## config.mk

```make
export PLATFORM = sky130hd
export DESIGN_NAME = ghal_ctrl
export DESIGN_NICKNAME = d
export VERILOG_FILES = /design/src/design/ghal_pkg.sv /design/src/design/ghal_ctrl.sv
export SDC_FILE = /design/constraint.sdc
export NUM_CORES = 1
export LEC_CHECK = 0
export BUFFER_PORTS_ARGS = -buffer_cell sky130_fd_sc_hd__buf_4
export CAP_MARGIN = 40
export CELL_PAD_IN_SITES_DETAIL_PLACEMENT = 1
export CELL_PAD_IN_SITES_GLOBAL_PLACEMENT = 1
export CORE_AREA = 2 2 39 41
export DETAILED_ROUTE_END_ITERATION = 12
export DIE_AREA = 0 0 41 43
export PLACE_DENSITY = 0.45
export SYNTH_ARGS = -nofsm -noshare
export SYNTH_HDL_FRONTEND = slang
export SYNTH_SLANG_ARGS = --single-unit
```

## constraint.sdc

```tcl
create_clock -name clk_i -period 1.4 [get_ports clk_i]
set_input_delay 0.21 -clock clk_i [delete_from_list [all_inputs] [get_ports clk_i]]
set_output_delay 0.21 -clock clk_i [all_outputs]
set_load 0.03 [all_outputs]
```

## src/design/ghal_pkg.sv

```systemverilog
// ----------------------------------------------------------------------------
// ghal_pkg: shared types and constants of the generational handle allocator
// Sizes of the handle tables, request codes, controller states and the
// command and status groups between controller and datapath.
// ----------------------------------------------------------------------------
`default_nettype none

package ghal_pkg;

  localparam int MAX_HANDLES = 1024;
  localparam int IDX_W       = $clog2(MAX_HANDLES);
  localparam int CNT_W       = IDX_W + 1;
  localparam int GEN_BITS    = 16;
  localparam int GEN_W       = GEN_BITS;
  localparam int MODE_W      = 2;
  localparam int VER_W       = 16;
  localparam int CMP_W       = (GEN_W > VER_W) ? GEN_W : VER_W;
  localparam int POS_W       = IDX_W + 1;

  localparam logic [CNT_W-1:0] CNT_MAX = CNT_W'(MAX_HANDLES);
  localparam logic [GEN_W-1:0] GEN_ONE = GEN_W'(1);

  localparam logic [MODE_W-1:0] MODE_CREATE  = 2'd0;
  localparam logic [MODE_W-1:0] MODE_DESTROY = 2'd1;
  localparam logic [MODE_W-1:0] MODE_CHECK   = 2'd2;

  typedef enum logic [2:0] {
    ST_IDLE,
    ST_READ,
    ST_EXEC,
    ST_CLEAR,
    ST_FINISH
  } state_e;

  typedef struct packed {
    logic accept;
    logic read;
    logic exec;
    logic clear;
    logic load;
  } cmd_t;

  typedef struct packed {
    logic destroy_go;
    logic out_free;
  } status_t;

endpackage

`default_nettype wire

```

## src/design/ghal_ctrl.sv

```systemverilog
// ----------------------------------------------------------------------------
// ghal_ctrl: request sequencer
// Steps each request through read, execute, optional clear and finish.
// ----------------------------------------------------------------------------
`default_nettype none

module ghal_ctrl import ghal_pkg::*; (
  input  wire logic    clk_i,
  input  wire logic    rst_ni,
  input  wire logic    in_valid_i,
  output logic         in_stall_o,
  input  wire status_t status_i,
  output cmd_t         cmd_o
);

  state_e state_q, state_d;

  always_ff @(posedge clk_i or negedge rst_ni) begin
    if (!rst_ni) begin
      state_q <= ST_IDLE;
    end else begin
      state_q <= state_d;
    end
  end

  always_comb begin
    state_d = state_q;
    unique case (state_q)
      ST_IDLE: begin
        if (in_valid_i) state_d = ST_READ;
      end
      ST_READ:  state_d = ST_EXEC;
      ST_EXEC: begin
        state_d = status_i.destroy_go ? ST_CLEAR : ST_FINISH;
      end
      ST_CLEAR: state_d = ST_FINISH;
      ST_FINISH: begin
        if (status_i.out_free) state_d = ST_IDLE;
      end
      default:  state_d = ST_IDLE;
    endcase
  end

  always_comb begin
    cmd_o = '0;
    unique case (state_q)
      ST_IDLE:   cmd_o.accept = in_valid_i;
      ST_READ:   cmd_o.read   = 1'b1;
      ST_EXEC:   cmd_o.exec   = 1'b1;
      ST_CLEAR:  cmd_o.clear  = 1'b1;
      ST_FINISH: cmd_o.load   = status_i.out_free;
      default:   cmd_o        = '0;
    endcase
  end

  assign in_stall_o = (state_q != ST_IDLE);

endmodule

`default_nettype wire

```

==> results of run 1 <==
[logic make-up after synthesis]
kind of cell	after synthesis
flip-flops	3
AO/OA/AOI/OAI	2
multiplexers	1
AND/OR/NAND/NOR	12
buffers and inverters	3
[worst paths after layout]
check | start | to | slack [ps] | cells past startpoint
setup / recovery | state_q[1]$_DFFE_PN0P_ | cmd_o[4] | -50 | 3
setup reg to reg | state_q[0]$_DFFE_PN0P_ | state_q[2]$_DFFE_PN0P_ | 190 | 3
max in group asynchronous | rst_ni | state_q[1]$_DFFE_PN0P_ | 1000 | 2
hold reg to reg | state_q[2]$_DFFE_PN0P_ | state_q[0]$_DFFE_PN0P_ | 590 | 2
hold / removal | status_i[1] | state_q[1]$_DFFE_PN0P_ | 250 | 2
min in group asynchronous | rst_ni | state_q[2]$_DFFE_PN0P_ | 310 | 2
[power by group]
part / total [W] / switching (W) / leakage, nW / internal (W)
logic: 0.000709 / 0.000382 / 0.128 / 0.000327
registers: 0.000152 / 0.0000250 / 0.0389 / 0.000127
clock network: 0.000151 / 0.0000438 / 0.0150 / 0.000107
[worst max-delay path: cells and delay by family (launching register included)]
| kind | cells | cell delay, ps |
|---|---|---|
| flops | 1 | 370 |
| buf+inv | 1 | 130 |
| simple gates | 2 | 500 |
[what timing repair did]
action,CTS,global route
hold buffers,1,0
setup buffers,0,0
setup endpoints to repair,4,6
hold endpoints to repair,3,0
pin swaps,1,1
gates resized for setup,4,6
[cell type report]
cell class | count | area, um^2
multi-input combinational | 15 | 139
fill | 175 | 993
timing repair buffer | 14 | 123
inverter | 2 | 7.51
sequential | 3 | 75.1
clock buffer | 4 | 26.3
tap | 16 | 20.0
[per-layer routing]
metal / vias up / global-route usage [%] / part of all wire (%)
met1: 100 / 9.68 / 41
met2: 11 / 10.9 / 47
li1: 103 / - / -
met5: - / 0 / 0
met4: 0 / 6.00 / 2.3
met3: 2 / 6.81 / 9.0
[placed cells by master, fill, tap and decap left out, drive strengths merged]
| master | count |
|---|---|
| a31o | 1 |
| and2b | 1 |
| buf | 13 |
| clkbuf | 4 |
| dfrtp | 3 |
| dlygate4sd3 | 1 |
| inv | 2 |
| mux2i | 1 |
| nand2 | 1 |
| nand2b | 1 |
| nor2 | 4 |
| nor3 | 2 |
| nor3b | 1 |
| o21ai | 1 |
| or3 | 1 |
| or4b | 1 |
[through the flow]
| stage | std cells | utilization, % |
|---|---|---|
| finish | 54 | 28.2 |
| global route | 54 | 28.2 |
| CTS | 54 | 26.7 |
| detailed placement | 49 | 22.4 |
| global placement | 49 | 22.4 |
| floorplan | 21 | - |
==> impl_results.md, run 1 <==
- Measured slew at the worst slew-check pin: 194 ps
- Critical path class: reg -> out
- Clk sink count: 3
- Root Driver: clkbuf_4
- Post-route DRC: 0
- Die Ht: 43 um
- CTS tree: yes
- Setup crit end kind: output pin
- TritonCTS Buffers: 3
- Largest family of logic cells by synthesized area: simple AND/OR/NAND/NOR gates
- Worst Skew: 0.619 ps
- Relative slew slack: 87.1%
- Dpl ws: 141 ps
- Global-route wire length before repair: 959 um
- Nets: 44
- Worst VDD drop: 0.000894 V
- Placement Cell Area: 310 um^2
- Sequential area share after synthesis: 39.2%
- CP Data Required Time: 1190 ps
- Pwr Density: 2590 nW/um^2
- Post-layout min period: 1450 ps
- Area leader, netlist: dfrtp_1
- Max Fclk: 691 MHz
- Slew Limit Fails: 0
- Compound-Gate Fraction of Synth Area: 9.15%
- Port Buffers: 10
- Std cell rows: 14
- Pin count of the biggest net entering global routing: 9
- Worst setup margin: -48.0 ps
- Final Cell Area: 390 um^2
- Worst Setup Start Kind: flop
- Total wire length: 564 um
- Starting Density: ~14%
- Status: finished, violations left
- Max FFs per register: 3
- H-tree lvl count: 1
- Synth warn: 0
- Max FO, Critical Path: 2
- Largest registers: state_q: 3 flops
- Synth area leaders: dfrtp_1 (39%), nor2_1 (7.8%), or4b_4 (7.2%)
- Final setup viols: 2
- Antenna diodes: 0
- Post-DP HPWL: 409 um
- Post-Syn Nets: 26
- Leakage Power: 0.181 nW
- Post-Synth XOR/XNOR Area: 0%
- Area growth syn-to-layout: 104%
- Top cell type's share of synthesized area: 39.2%
- CP max stage cell: or3_4
- Fin. Hold Viols: 0
- Clk pin slew, worst setup/hold paths: 40 ps
- Number of antenna violations at the first check in global routing: 0
- Vias in the first global route: 223
- I/O pin count: 11
- Drt first pass iters: 4
- Worst-Skew Late Latency: 230 ps
- Total power draw: 0.00101 W
- Commonest cells in the netlist: nor2_1 (4), dfrtp_1 (3), inv_1 (2), nor3_1 (2)
- Synthesized flop and latch total: 3
- Final setup TNS: -54.1 ps
- Hold_ws: 246 ps
- Clk buf depth: 2
- Number of vias per cell: 4.00
- ANT nets after route: 0
- Crit-path cells: or3_4, nor2_4, buf_6
- Post-Synth Simple-Gate Area: 36.6%
- Core ar.: 1380 um^2
- HP Class: in -> reg
- Max-cap violation count: 0
- Cells after Synth: 21
- Final worst-path cycle share: 103%
- Adder-Cell Fraction of Synth Area: 0%
- Failing checks: setup timing
- DR WL/cell: 10.4 um
- Number of synthesized flops with an enable pin: 0
- RSZ-0062 raised after global routing: yes
- Total gr overflow: 0
- Vias: 216
- Critical path data arrival time: between 1000 and 1500 ps
- Share of cells above drive strength 1: 65.8%
- Ys async rst share: 100%
- Average size of a mapped cell: between 9 and 10 um^2
- CP max stage delay: 410 ps
- Die Width: 41 um
- Multiplexer share of the synthesized area: approximately 5.2%
- Final GP Congestion: 0.690
- Syn Std Cell Area: 191 um^2
- Yosys cell types: 14
- Top_reg_cell synth: dfrtp_1
- Count leader, synth: nor2_1
- Largest Register: state_q
- Die footprint: about 1800 um^2
- DR iter-0 viols: 3
- GR Util All Layers: 8.74%
Power figures use the tool's default switching activity.
==> run 2: changes to the inputs <==
Settings changed: ABC_AREA set to 1, PLACE_DENSITY 0.45 to 0.47.
==> impl_results.md, run 2 <==
- Area leader, netlist: dfrtp_1 (unchanged)
- Pwr Density: 2730 nW/um^2 (was 2590 nW/um^2)
- Max-cap violation count: 0 (unchanged)
- Clk sink count: 3 (unchanged)
- Int Pwr: 0.000553 W (was 0.000560 W)
- Setup crit end kind: output pin (unchanged)
- R2r setup slk: 250 ps (was 190 ps)
- Synth area leaders: dfrtp_1 (41%), nor2_1 (16%), inv_1 (10%) (was dfrtp_1 (39%), nor2_1 (7.8%), or4b_4 (7.2%))
- Die Width: 41 um (unchanged)
- Compound-Gate Fraction of Synth Area: 3.38% (was 9.15%)
- Clk pin slew, worst setup/hold paths: 30 ps (was 40 ps)
- Dpl ws: 181 ps (was 141 ps)
- Max FO, Critical Path: 3 (was 2)
- Largest family of logic cells by synthesized area: simple AND/OR/NAND/NOR gates (unchanged)
- Leakage Power: 0.207 nW (was 0.181 nW)
- Die Ht: 43 um (unchanged)
- Measured slew at the worst slew-check pin: 164 ps (was 194 ps)
- RSZ-0062 raised after global routing: yes (unchanged)
- Sequential area share after synthesis: 40.5% (was 39.2%)
- Pin count of the biggest net entering global routing: 6 (was 9)
- Commonest cells in the netlist: nor2_1 (8), inv_1 (5), nand2_1 (5), dfrtp_1 (3), nand3_1 (3) (was nor2_1 (4), dfrtp_1 (3), inv_1 (2), nor3_1 (2))
- Critical path data arrival time: 1150 ps (was 1240 ps)
- WHS Endpoint: state_q[2]$_DFFE_PN0P_ (was state_q[1]$_DFFE_PN0P_)
- Adder-Cell Fraction of Synth Area: 0% (unchanged)
- Top_reg_cell synth: dfrtp_1 (unchanged)
- Max Fclk: 736 MHz (was 691 MHz)
- Ys async rst share: 100% (unchanged)
- Vias in the first global route: 284 (was 223)
- Worst Setup Start Kind: flop (unchanged)
- Worst R2R Path Depth: 8 (was 3)
- Post-route DRC: 0 (unchanged)
- Top cell type's share of synthesized area: 40.5% (was 39.2%)
- Post-DP HPWL: 420 um (was 409 um)
- Critical R2R Launch: state_q[0]$_DFFE_PN0P_ (unchanged)
- Clock power frac: 13.9% (was 14.9%)
- Sequential share of power: 16.1% (was 15.0%)
- Root Driver: clkbuf_4 (unchanged)
- Synthesized flop and latch total: 3 (unchanged)
- Post-Synth Simple-Gate Area: 43.9% (was 36.6%)
- I/O pin count: 11 (unchanged)
- Min-delay src: status_i[1] (unchanged)
- Clk buf depth: 2 (unchanged)
- Number of synthesized flops with an enable pin: 0 (unchanged)
- Hold_ws: 299 ps (was 246 ps)
- Sw power: 0.000500 W (was 0.000450 W)
- H-tree lvl count: 1 (unchanged)
- Core ar.: 1380 um^2 (unchanged)
- Max FFs per register: 3 (unchanged)
- Post-Synth XOR/XNOR Area: 0% (unchanged)
- Relative slew slack: 89.1% (was 87.1%)
- Slew Limit Fails: 0 (unchanged)
- Most frequent cells in the layout: buf_4 (14), nor2_1 (6), inv_2 (4), nand2_1 (4) (was buf_4 (9), buf_6 (4), clkbuf_4 (3), dfrtp_1 (3))
- Area growth syn-to-layout: 108% (was 104%)
- Min-Delay Path Depth: 4 (was 2)
- Total gr overflow: 0 (unchanged)
- Fin. Hold Viols: 0 (unchanged)
- Largest Register: state_q (unchanged)
- Drt first pass iters: 3 (was 4)
- Critical path class: reg -> out (unchanged)
- Final GP Congestion: 0.627 (was 0.690)
- Placement Cell Area: 288 um^2 (was 310 um^2)
- CP Data Required Time: 1190 ps (about the same)
- Global-route wire length before repair: 1.00 mm (was 959 um)
- Final setup viols: 0 (was 2)
- Multiplexer share of the synthesized area: 0% (was 5.23%)
- Synth warn: 0 (unchanged)
- CTS tree: yes (unchanged)
- Nets: 55 (was 44)
- Std cell rows: 14 (unchanged)
- DR iter-0 viols: 3 (unchanged)
- Count leader, synth: nor2_1 (unchanged)
- TritonCTS Buffers: 3 (unchanged)
- Most common cell after layout, fill and taps aside: buf_4 (unchanged)
- Average size of a mapped cell: 6.39 um^2 (was 9.12 um^2)
- Worst setup margin: 41.6 ps (was -48.0 ps)
- ANT nets after route: 0 (unchanged)
- Total power draw: 0.00105 W (was 0.00101 W)
- Final worst-path cycle share: 97.0% (was 103%)
- Syn Std Cell Area: 185 um^2 (was 191 um^2)
- Number of vias per cell: 3.86 (was 4.00)
- Vias: 251 (was 216)
- Port Buffers: 10 (unchanged)
- HP Class: in -> reg (unchanged)
- Number of antenna violations at the first check in global routing: 0 (unchanged)
- Worst Skew: 1.23 ps (was 0.619 ps)
- Status: completed (was finished, violations left)
- Final Cell Area: 385 um^2 (was 390 um^2)
- GR Util All Layers: 8.57% (was 8.74%)
- Worst VDD drop: 0.000587 V (was 0.000894 V)
- Die footprint: 1760 um^2 (unchanged)
- Share of cells above drive strength 1: 57.1% (was 65.8%)
- Post-route core utilization: 27.8% (was 28.2%)
- Worst-Skew Late Latency: 230 ps (about the same)
- Post-layout min period: 1360 ps (was 1450 ps)
- Largest registers: state_q: 3 flops (unchanged)
- DR WL/cell: 8.91 um (was 10.4 um)
- Comb power frac: 69.9% (was 70.1%)
- Yosys cell types: 10 (was 14)
- Starting Density: 13.4% (was 13.8%)
- Cells after Synth: 29 (was 21)
- Sw Ratio: 47.5% (was 44.6%)
- Post-Syn Nets: 34 (was 26)
- Fillcell total: 179 (was 175)
- Total wire length: 579 um (was 564 um)
- Antenna diodes: 0 (unchanged)
- End of the worst register-to-register path: state_q[0]$_DFFE_PN0P_ (was state_q[2]$_DFFE_PN0P_)
[run 2: changes by cell type in the layout (fill, tap and decap cells not counted), moves of 3 or more]
cell	previous run	this run
nor2_1	1	6
nand2_1	1	4
buf_6	4	1
nand3_1	0	3
inv_2	0	4
buf_4	9	14
[run 2: how the worst max path moves through the flow]
stage | startpoint | end
2_1_floorplan | state_q[1]$_DFFE_PN0P_ | cmd_o[4]
3_3_place_gp | state_q[0]$_DFFE_PN0P_ | cmd_o[4]
3_5_place_dp | state_q[0]$_DFFE_PN0P_ | cmd_o[4]
4_1_cts | state_q[0]$_DFFE_PN0P_ | cmd_o[4]
5_1_grt | state_q[0]$_DFFE_PN0P_ | cmd_o[4]
6_report | state_q[0]$_DFFE_PN0P_ | cmd_o[4]
[run 2: repair_timing]
item / CTS / global route
endpoints found under the setup margin: 1 / 2
hold buffers: 1 / 0
pin swaps: 1 / 2
resized for setup: 3 / 6
endpoints found under the hold margin: 3 / 0
setup buffers: 5 / 0
[run 2: area by class of cell]
| class | instances | area [um^2] | area share [%] |
|---|---|---|---|
| inverters | 6 | 22.5 | 5.84 |
| flip-flops and latches | 3 | 75.1 | 19.5 |
| well taps | 16 | 20.0 | 5.19 |
| repair buffers | 16 | 126 | 32.8 |
| multi-input cells | 20 | 115 | 29.9 |
| clock buffers | 4 | 26.3 | 6.82 |
[run 2: per-stage QoR]
step                      std cells  setup TNS, ps
after floorplan                  29              0
after global placement           55              0
after detailed placement         55              0
after CTS                        65              0
after global routing             65          -63.1
final                            65              0
[run 2: worst max-delay path: stages, from the launching register on]
cell and delay (ps):
dfrtp_1 390, inv_2 90, nand2_4 60, nor2_4 90, inv_2 60, nor2_4 100
buf_6 130
[run 2: per-layer routing]
layer | vias up | track usage, % | share of wire (%)
met5 | - | 0 | 0
met4 | 0 | 6.00 | 0
met3 | 0 | 3.14 | 3.6
met2 | 4 | 13.4 | 60
met1 | 117 | 8.79 | 36
li1 | 130 | - | -
[run 2: logic make-up (layout without fill, tap and decap cells)]
group           count (synthesis)  in the layout
compound gates                  1              1
flops                           3              3
buf+inv                         6             26
simple gates                   19             19
[run 2: power groups by stage]
stage | Combinational, W | Sequential, W | Clock [W]
2_1_floorplan | 0.000358 | 0.000168 | 0
3_3_place_gp | 0.000516 | 0.000181 | 0
3_5_place_dp | 0.000517 | 0.000179 | 0
4_1_cts | 0.000683 | 0.000163 | 0.000156
5_1_grt | 0.000799 | 0.000175 | 0.000170
6_report | 0.000737 | 0.000170 | 0.000147
